### config.mk
export PLATFORM = sky130hd
export DESIGN_NAME = keyed_record_table
export DESIGN_NICKNAME = d
export VERILOG_FILES = /design/src/design/krt_pkg.sv /design/src/design/krt_ctrl.sv /design/src/design/krt_dpath.sv /design/src/design/keyed_record_table.sv
export SDC_FILE = /design/constraint.sdc
export NUM_CORES = 2
export LEC_CHECK = 0
export ABC_AREA = 1
export BUFFER_PORTS_ARGS = -buffer_cell sky130_fd_sc_hd__buf_2
export CAP_MARGIN = 20
export CORE_ASPECT_RATIO = 1.1
export CORE_MARGIN = 2
export CORE_UTILIZATION = 56
export DETAILED_ROUTE_END_ITERATION = 10
export PLACE_DENSITY = 0.75
export SLEW_MARGIN = 20
export SYNTH_ARGS = -nofsm -noshare
export SYNTH_HDL_FRONTEND = slang
export SYNTH_SLANG_ARGS = --single-unit
export TNS_END_PERCENT = 30
### constraint.sdc
create_clock -name clk -period 5.28 [get_ports clk]
set_input_delay 0.792 -clock clk [delete_from_list [all_inputs] [get_ports clk]]
set_output_delay 0.792 -clock clk [all_outputs]
set_load 0.05 [all_outputs]
### src/design/krt_pkg.sv
// ============================================================================
// krt_pkg
// Shared types, opcodes and defaults for the keyed record table.
// ============================================================================
package krt_pkg;

    localparam int KRT_CAPACITY = 16;

    localparam logic [2:0] OP_INSERT = 3'd0;
    localparam logic [2:0] OP_READ   = 3'd1;
    localparam logic [2:0] OP_FIND   = 3'd2;
    localparam logic [2:0] OP_DELETE = 3'd3;
    localparam logic [2:0] OP_UPDATE = 3'd4;

    typedef struct packed {
        logic [2:0]  opcode;
        logic [15:0] key_in;
        logic [3:0]  position;
        logic [63:0] record_data;
    } krt_req_t;

    typedef struct packed {
        logic        ok;
        logic [15:0] key_out;
        logic [63:0] data_out;
        logic [4:0]  entry_count;
    } krt_rsp_t;

    // Controller to datapath
    typedef struct packed {
        logic load_in;      // capture request, rewind scan
        logic rd_pos;       // read entry at request position
        logic rd_scan;      // read entry at scan index, advance
        logic rd_last;      // read last valid entry
        logic capture_rd;   // take result fields from read data
        logic hit_use_in;   // result payload comes from the request
        logic wr_insert;    // append record under next key
        logic wr_update;    // overwrite payload of the hit entry
        logic del_write;    // move last entry into the hole, shrink
        logic set_fail;     // result is a failure
        logic out_load;     // push result into the output register
    } krt_cmd_t;

    // Datapath to controller
    typedef struct packed {
        logic [2:0] op;
        logic       not_full;
        logic       pos_ok;
        logic       issue_more;
        logic       cmp_hit;
        logic       out_free;
    } krt_stat_t;

endpackage

### src/design/krt_ctrl.sv
// ============================================================================
// krt_ctrl
// Sequencer for the keyed record table: dispatch, scan, move and respond.
// ============================================================================
module krt_ctrl
    import krt_pkg::*;
(
    input  logic      clk,
    input  logic      rst_n,
    input  logic      req_valid,
    output logic      req_stall,
    input  krt_stat_t stat,
    output krt_cmd_t  cmd
);

    typedef enum logic [2:0] {
        S_IDLE,
        S_DISPATCH,
        S_READ_WAIT,
        S_SCAN,
        S_DEL_WAIT,
        S_FINISH
    } state_t;

    state_t state_reg;
    state_t state_next;
    logic   stall_reg;

    always_comb
    begin
        cmd        = '0;
        state_next = state_reg;
        unique case (state_reg)
            S_IDLE:
            begin
                if (req_valid)
                begin
                    cmd.load_in = 1'b1;
                    state_next  = S_DISPATCH;
                end
            end
            S_DISPATCH:
            begin
                unique case (stat.op)
                    OP_INSERT:
                    begin
                        cmd.wr_insert = stat.not_full;
                        cmd.set_fail  = !stat.not_full;
                        state_next    = S_FINISH;
                    end
                    OP_READ:
                    begin
                        if (stat.pos_ok)
                        begin
                            cmd.rd_pos = 1'b1;
                            state_next = S_READ_WAIT;
                        end
                        else
                        begin
                            cmd.set_fail = 1'b1;
                            state_next   = S_FINISH;
                        end
                    end
                    OP_FIND, OP_DELETE, OP_UPDATE:
                    begin
                        state_next = S_SCAN;
                    end
                    default:
                    begin
                        cmd.set_fail = 1'b1;
                        state_next   = S_FINISH;
                    end
                endcase
            end
            S_READ_WAIT:
            begin
                cmd.capture_rd = 1'b1;
                state_next     = S_FINISH;
            end
            S_SCAN:
            begin
                priority if (stat.cmp_hit)
                begin
                    cmd.capture_rd = 1'b1;
                    if (stat.op == OP_UPDATE)
                    begin
                        cmd.hit_use_in = 1'b1;
                        cmd.wr_update  = 1'b1;
                        state_next     = S_FINISH;
                    end
                    else if (stat.op == OP_DELETE)
                    begin
                        cmd.rd_last = 1'b1;
                        state_next  = S_DEL_WAIT;
                    end
                    else
                    begin
                        state_next = S_FINISH;
                    end
                end
                else if (stat.issue_more)
                begin
                    cmd.rd_scan = 1'b1;
                end
                else
                begin
                    cmd.set_fail = 1'b1;
                    state_next   = S_FINISH;
                end
            end
            S_DEL_WAIT:
            begin
                cmd.del_write = 1'b1;
                state_next    = S_FINISH;
            end
            S_FINISH:
            begin
                if (stat.out_free)
                begin
                    cmd.out_load = 1'b1;
                    state_next   = S_IDLE;
                end
            end
            default:
            begin
                state_next = S_IDLE;
            end
        endcase
    end

    always_ff @(posedge clk or negedge rst_n)
    begin
        if (!rst_n)
        begin
            state_reg <= S_IDLE;
            stall_reg <= 1'b0;
        end
        else
        begin
            state_reg <= state_next;
            stall_reg <= (state_next != S_IDLE);
        end
    end

    assign req_stall = stall_reg;

    // Never issue another scan read once a match is on the compare port.
    a_no_read_after_hit: assert property (@(posedge clk) disable iff (!rst_n)
        cmd.rd_scan |-> !stat.cmp_hit)
        else $error("scan read issued on a hit");

    // The hole fill always uses the last entry read in the previous cycle.
    a_del_follows_last: assert property (@(posedge clk) disable iff (!rst_n)
        cmd.del_write |-> $past(cmd.rd_last))
        else $error("delete write without last-entry read");

    // A result is pushed only into a free output register.
    a_out_free: assert property (@(posedge clk) disable iff (!rst_n)
        cmd.out_load |-> stat.out_free)
        else $error("output register overwritten");

endmodule

### src/design/krt_dpath.sv
// ============================================================================
// krt_dpath
// Record memories, counters, scan compare and result/output registers.
// ============================================================================
module krt_dpath
    import krt_pkg::*;
#(
    parameter int CAPACITY = KRT_CAPACITY
)
(
    input  logic      clk,
    input  logic      rst_n,
    input  krt_req_t  req,
    output krt_rsp_t  rsp,
    output logic      rsp_valid,
    input  logic      rsp_stall,
    input  krt_cmd_t  cmd,
    output krt_stat_t stat
);

    localparam int IDX_W = $clog2(CAPACITY);
    localparam int CNT_W = $clog2(CAPACITY + 1);
    localparam int POS_W = (CNT_W > 4) ? CNT_W : 4;
    localparam int ENT_W = (CNT_W > 5) ? CNT_W : 5;
    localparam logic [CNT_W-1:0] CAP_CNT = CNT_W'(CAPACITY);

    logic [15:0] key_mem  [CAPACITY];
    logic [63:0] data_mem [CAPACITY];

    krt_req_t         in_reg;
    logic [CNT_W-1:0] used_reg,     used_next;
    logic [15:0]      key_ctr_reg,  key_ctr_next;
    logic [CNT_W-1:0] scan_idx_reg, scan_idx_next;
    logic             rd_valid_reg;
    logic             out_valid_reg, out_valid_next;

    logic [15:0]      rd_key_reg;
    logic [63:0]      rd_data_reg;
    logic [IDX_W-1:0] rd_addr_reg;
    logic [IDX_W-1:0] hit_idx_reg;
    logic             res_ok_reg;
    logic [15:0]      res_key_reg;
    logic [63:0]      res_data_reg;
    krt_rsp_t         out_reg;

    logic             rd_en;
    logic [IDX_W-1:0] rd_addr;
    logic [POS_W-1:0] pos_ext;
    logic [POS_W-1:0] used_pos;
    logic [CNT_W-1:0] last_cnt;
    logic             key_we;
    logic             data_we;
    logic [IDX_W-1:0] wr_addr;
    logic [15:0]      wr_key;
    logic [63:0]      wr_data;
    logic [ENT_W-1:0] used_ent;

    assign pos_ext  = POS_W'(in_reg.position);
    assign used_pos = POS_W'(used_reg);
    assign last_cnt = used_reg - CNT_W'(1);

    assign stat.op         = in_reg.opcode;
    assign stat.not_full   = (used_reg < CAP_CNT);
    assign stat.pos_ok     = (pos_ext < used_pos);
    assign stat.issue_more = (scan_idx_reg < used_reg);
    assign stat.cmp_hit    = rd_valid_reg && (rd_key_reg == in_reg.key_in);
    assign stat.out_free   = !out_valid_reg || !rsp_stall;

    // Single read port, registered data
    assign rd_en = cmd.rd_pos || cmd.rd_scan || cmd.rd_last;

    always_comb
    begin
        priority if (cmd.rd_pos)
            rd_addr = pos_ext[IDX_W-1:0];
        else if (cmd.rd_last)
            rd_addr = last_cnt[IDX_W-1:0];
        else
            rd_addr = scan_idx_reg[IDX_W-1:0];
    end

    always_ff @(posedge clk)
    begin
        if (rd_en)
        begin
            rd_key_reg  <= key_mem[rd_addr];
            rd_data_reg <= data_mem[rd_addr];
            rd_addr_reg <= rd_addr;
        end
    end

    // Single write port
    assign key_we  = cmd.wr_insert || cmd.del_write;
    assign data_we = cmd.wr_insert || cmd.wr_update || cmd.del_write;

    always_comb
    begin
        priority if (cmd.wr_insert)
        begin
            wr_addr = used_reg[IDX_W-1:0];
            wr_key  = key_ctr_reg;
            wr_data = in_reg.record_data;
        end
        else if (cmd.wr_update)
        begin
            wr_addr = rd_addr_reg;
            wr_key  = rd_key_reg;
            wr_data = in_reg.record_data;
        end
        else
        begin
            wr_addr = hit_idx_reg;
            wr_key  = rd_key_reg;
            wr_data = rd_data_reg;
        end
    end

    always_ff @(posedge clk)
    begin
        if (key_we)
        begin
            key_mem[wr_addr] <= wr_key;
        end
        if (data_we)
        begin
            data_mem[wr_addr] <= wr_data;
        end
    end

    // Control counters
    always_comb
    begin
        used_next      = used_reg;
        key_ctr_next   = key_ctr_reg;
        scan_idx_next  = scan_idx_reg;
        out_valid_next = out_valid_reg;
        if (cmd.wr_insert)
        begin
            used_next    = used_reg + CNT_W'(1);
            key_ctr_next = key_ctr_reg + 16'd1;
        end
        else if (cmd.del_write)
        begin
            used_next = last_cnt;
        end
        if (cmd.load_in)
            scan_idx_next = '0;
        else if (cmd.rd_scan)
            scan_idx_next = scan_idx_reg + CNT_W'(1);
        if (cmd.out_load)
            out_valid_next = 1'b1;
        else if (!rsp_stall)
            out_valid_next = 1'b0;
    end

    always_ff @(posedge clk or negedge rst_n)
    begin
        if (!rst_n)
        begin
            used_reg      <= '0;
            key_ctr_reg   <= 16'd1;
            scan_idx_reg  <= '0;
            rd_valid_reg  <= 1'b0;
            out_valid_reg <= 1'b0;
        end
        else
        begin
            used_reg      <= used_next;
            key_ctr_reg   <= key_ctr_next;
            scan_idx_reg  <= scan_idx_next;
            rd_valid_reg  <= cmd.rd_scan;
            out_valid_reg <= out_valid_next;
        end
    end

    // Request and result holding registers
    assign used_ent = ENT_W'(used_reg);

    always_ff @(posedge clk)
    begin
        if (cmd.load_in)
        begin
            in_reg <= req;
        end
        if (cmd.capture_rd)
        begin
            hit_idx_reg  <= rd_addr_reg;
            res_ok_reg   <= 1'b1;
            res_key_reg  <= rd_key_reg;
            res_data_reg <= cmd.hit_use_in ? in_reg.record_data : rd_data_reg;
        end
        else if (cmd.wr_insert)
        begin
            res_ok_reg   <= 1'b1;
            res_key_reg  <= key_ctr_reg;
            res_data_reg <= in_reg.record_data;
        end
        else if (cmd.set_fail)
        begin
            res_ok_reg   <= 1'b0;
            res_key_reg  <= '0;
            res_data_reg <= '0;
        end
        if (cmd.out_load)
        begin
            out_reg.ok          <= res_ok_reg;
            out_reg.key_out     <= res_key_reg;
            out_reg.data_out    <= res_data_reg;
            out_reg.entry_count <= used_ent[4:0];
        end
    end

    assign rsp       = out_reg;
    assign rsp_valid = out_valid_reg;

    a_used_bound: assert property (@(posedge clk) disable iff (!rst_n)
        used_reg <= CAP_CNT)
        else $error("entry count above capacity");

    a_insert_room: assert property (@(posedge clk) disable iff (!rst_n)
        cmd.wr_insert |-> (used_reg < CAP_CNT))
        else $error("insert into a full table");

    a_delete_nonempty: assert property (@(posedge clk) disable iff (!rst_n)
        cmd.del_write |-> (used_reg != '0))
        else $error("delete from an empty table");

endmodule

### src/design/keyed_record_table.sv
// ============================================================================
// keyed_record_table
// Unsorted keyed record table with insert, read, find, delete and update.
// ============================================================================
//
//  channel | signals                 | direction | accepted when
//  --------+-------------------------+-----------+-----------------------------
//  request | req_valid, req_stall,req| in        | req_valid && !req_stall
//  result  | rsp_valid, rsp_stall,rsp| out       | rsp_valid && !rsp_stall
//
//  One request is in work at a time; each produces exactly one result.
//  Insert appends directly, read by position reads one entry, and find, update
//  and delete scan from the first entry up to the hit, or over all entries on
//  a miss; delete then reads the last entry and moves it into the hole. The
//  single read port of the record memories sets the scan to one entry a cycle.
//  Reset clears the count and sets the key counter to one; memories are not
//  cleared. A held result sits in the output register while the next request
//  is taken; the sequencer stalls only at the end of that next request.
//
module keyed_record_table
    import krt_pkg::*;
#(
    parameter int CAPACITY = KRT_CAPACITY
)
(
    input  logic     clk,
    input  logic     rst_n,
    input  logic     req_valid,
    output logic     req_stall,
    input  krt_req_t req,
    output logic     rsp_valid,
    input  logic     rsp_stall,
    output krt_rsp_t rsp
);

    // Command and status between sequencer and datapath
    krt_cmd_t  cmd;
    krt_stat_t stat;

    // Sequencer: dispatch on opcode, drive the scan, move last entry on delete
    krt_ctrl u_ctrl (
        .clk       (clk),
        .rst_n     (rst_n),
        .req_valid (req_valid),
        .req_stall (req_stall),
        .stat      (stat),
        .cmd       (cmd)
    );

    // Datapath: memories, counters, compare and the output register
    krt_dpath #(
        .CAPACITY (CAPACITY)
    ) u_dpath (
        .clk       (clk),
        .rst_n     (rst_n),
        .req       (req),
        .rsp       (rsp),
        .rsp_valid (rsp_valid),
        .rsp_stall (rsp_stall),
        .cmd       (cmd),
        .stat      (stat)
    );

endmodule
==> results_dict.tcl <==
set metrics [dict create \
    max_freq_mhz 215 \
    globalplace.congestion 0.854 \
    layout_min_cycle_time_ps 4660 \
    cp_top_family "simple AND/OR/NAND/NOR gates" \
    grt_pass1_wl_mm 271 \
    startpoint "u_dpath.rd_key_reg[12]" \
    wl_per_cell_um 21.5 \
    setup_viol 0 \
    core_region_area_mm2 0.126 \
    final_area_mm2 0.0797 \
    rsz0062_at_grt "false" \
    slew_violations 0 \
    vias_per_cell 5.76 \
    r2r_setup_slack_ps 620 \
    grt_pass1_vias 47200 \
    root_buffer "clkbuf_16" \
    required_ps 5700 \
    hpwl_mm 94.0 \
    area_delta_synth_final_pct 12.3 \
    place_inst 8002 \
    cellLeakagePower_nw 33.0 \
    wirelength_mm 179 \
    post_cts_buffers 0 \
    max_slew_margin 0.193 \
    utilization 0.631 \
    reg2reg_depth 14 \
    cts-hold-fix-buffers 0 \
    cp.depth 14 \
    drtAntennaViolNets 0 \
    h-tree-depth 4 \
    cts_tree "built" \
    cap_violations 0 \
    grt_max_degree 192 \
    worst_pin_slew_ps 1210 \
    irDropWorstVdd_v 0.000397 \
    syn_area_mm2 0.0710 \
    drcViolationCount 2 \
    stdcell_count 8302 \
    ys_warn_count 0 \
    fin_nets 6603 \
    portBuffers 178 \
    wl_met2_mm 86.8 \
    start_kind "flip-flop" \
    status "finished with violations" \
    dr.pass1.iters 9 \
    ios 179 \
    p_per_area_mw_per_mm2 502 \
    r2r-start "u_dpath.rd_key_reg[12]" \
    n_fill_cell 9080 \
    fin_crit_sh 0.883 \
    synthCells 6346 \
    crit_chain "inv_1 -> nor2_1 -> nor2_1 -> nand4_1 -> nor3_1 -> nand2_4 -> nand2_1 -> nand2_1 -> o21ai_1 -> inv_1 -> nor2_1 -> nand2_1 -> nor2_4 -> buf_4" \
    track_usage 0.274 \
    clock_latency_ps 800 \
    cp-end-kind "flip-flop" \
    vias 47800 \
    met3WireLength_mm 18.6 \
    drive_above_1_share 0.0973 \
    cts.sinks 1654 \
    cts.path.max_buffers 3 \
    crit_slowest_cell "buf_4" \
    overflow 0 \
    hold_violations 0 \
    drtIter0Drc 6230 \
    die_y_um 377 \
    fp.dieW_um 344 \
    detailed_place.area_mm2 0.0743 \
    initial_core_util 0.562 \
    ys_types 47 \
    syn_area_per_cell_um2 11.2 \
    yosys_register_bits 1654 \
    highest_layer "met4" \
    critPathMaxStageDelay_ps 710 \
    ys_seq_area_frac 0.697 \
    setup_tns_ps 0 \
    crit_buf_inv 3 \
    cts_buffers 165 \
    dieArea_mm2 0.130 \
    cp_max_fo 43 \
    clkSlewWorstSetupHoldPaths_ps 60 \
    violations "DRC" \
    critical_path_class "flip-flop to flip-flop" \
    final.setup_skew_ps 25.8 \
    cp_data_arrival_time_ps 5080 \
    syn-num-nets 6448 \
    met1_length_mm 67.3 \
    cts.repair.resized 0 \
    largest_reg_flops 1024 \
    hold_path.class "input port to asynchronous set/reset pin" \
    antenna_found_initial 3 \
    rows 137 \
    largest_register "u_dpath.data_mem" \
]
[stage by stage]
| stage | total power, mW | hold WS [ps] | worst slack (ps) |
|---|---|---|---|
| floorplan | 24.7 | 400 | 193 |
| global placement | 28.1 | 400 | 835 |
| detailed placement | 28.3 | 405 | 661 |
| CTS | 40.0 | 69.6 | 668 |
| global route | 41.6 | 124 | 392 |
| finish | 40.0 | 74.2 | 620 |
[worst register-to-register path, delay by kind of cell, from the launching register on]
family / cells / cell delay (ps)
AO/OA/AOI/OAI: 1 / 270
AND/OR/NAND/NOR: 10 / 2530
buffers and inverters: 3 / 940
flip-flops: 1 / 480
[final timing paths]
path | endpoint
max | u_dpath.data_mem[4][24]
min | u_dpath.key_ctr_reg[14]
max reg2reg | u_dpath.data_mem[4][24]
min reg2reg | u_dpath.rsp[18]
max in group asynchronous | u_dpath.rsp_valid
min in group clk | u_dpath.in_reg[34]
[cell usage in the layout (no fill, tap or decap), types with 9 or more instances in the layout]
master | Yosys | final
nor3_1 | 10 | 10
buf_4 | 19 | 129
buf_12 | 0 | 39
nand4_1 | 9 | 9
dfrtp_1 | 31 | 31
inv_6 | 0 | 9
xnor2_1 | 9 | 9
clkbuf_1 | 129 | 25
o21ai_1 | 5 | 12
clkinv_1 | 0 | 40
o21ai_0 | 170 | 158
nor2_4 | 1 | 21
nor2_1 | 88 | 69
nand3b_1 | 161 | 161
edfxtp_1 | 1621 | 1621
nand2_1 | 1002 | 997
mux2i_1 | 64 | 64
bufinv_16 | 0 | 19
buf_2 | 175 | 178
xor2_1 | 12 | 12
clkinv_2 | 0 | 23
inv_2 | 15 | 13
inv_1 | 1193 | 1192
a21oi_1 | 12 | 12
ha_1 | 11 | 11
nand3_1 | 1541 | 1539
clkbuf_16 | 0 | 169
[layout make-up]
class | instances | area [µm²] | area share
clock buffers | 197 | 4360 | 0.0547
clock inverters | 101 | 1030 | 0.0129
flip-flops and latches | 1654 | 49500 | 0.621
diodes | 2 | 5.00 | 0.0000628
well taps | 1668 | 2090 | 0.0262
repair buffers | 346 | 2640 | 0.0331
multi-input cells | 3126 | 15600 | 0.195
inverters | 1208 | 4540 | 0.0570
[synth_stat cells (all sizes together)]
cell type,instances,area (µm²)
o211ai,2,20.0
mux2i,64,641
nor3b,1,7.51
nand3,1544,7750
xor2,12,105
edfxtp,1621,48700
o31ai,1,7.51
clkbuf,130,492
nand4,9,56.3
nor4,2,18.8
buf,228,1190
and3,1,6.26
ha,11,138
xnor2,9,78.8
inv,1208,4530
dfstp,1,26.3
dfrtp,31,776
a2111oi,1,8.76
nand2,1004,3770
a211oi,2,15.0
nor3,13,86.3
nand3b,161,1210
a21oi,12,60.1
a31oi,2,12.5
nor2,92,360
or2,5,31.3
dfxtp,1,20.0
o21ai,177,893
and2,1,6.26
[kinds of logic after synthesis]
logic type               after synthesis  synth area share
AO/OA/AOI/OAI                        197            0.0143
multiplexers                          64           0.00902
AND/OR/NAND/NOR                     2833             0.187
buffers and inverters               1566            0.0876
flip-flops                          1654             0.697
XOR/XNOR                              21           0.00259
adder cells (fa/ha/maj)               11           0.00194
[power breakdown]
part | internal (mW) | switching (mW) | total [mW] | leakage, nW
clock | 6.82 | 4.91 | 11.7 | 2.63
sequential | 16.9 | 0.517 | 17.4 | 15.1
combinational | 2.81 | 8.09 | 10.9 | 15.2
total | 26.5 | 13.5 | 40.0 | 33.0
[per-layer routing]
metal  up-vias  GRT usage
met2      2654      0.453
met4         0      0.105
met1     23100      0.360
met3       394     0.0522
met5         -          0
li1      21700          -
No activity file was read; power rests on OpenSTA's default activity.
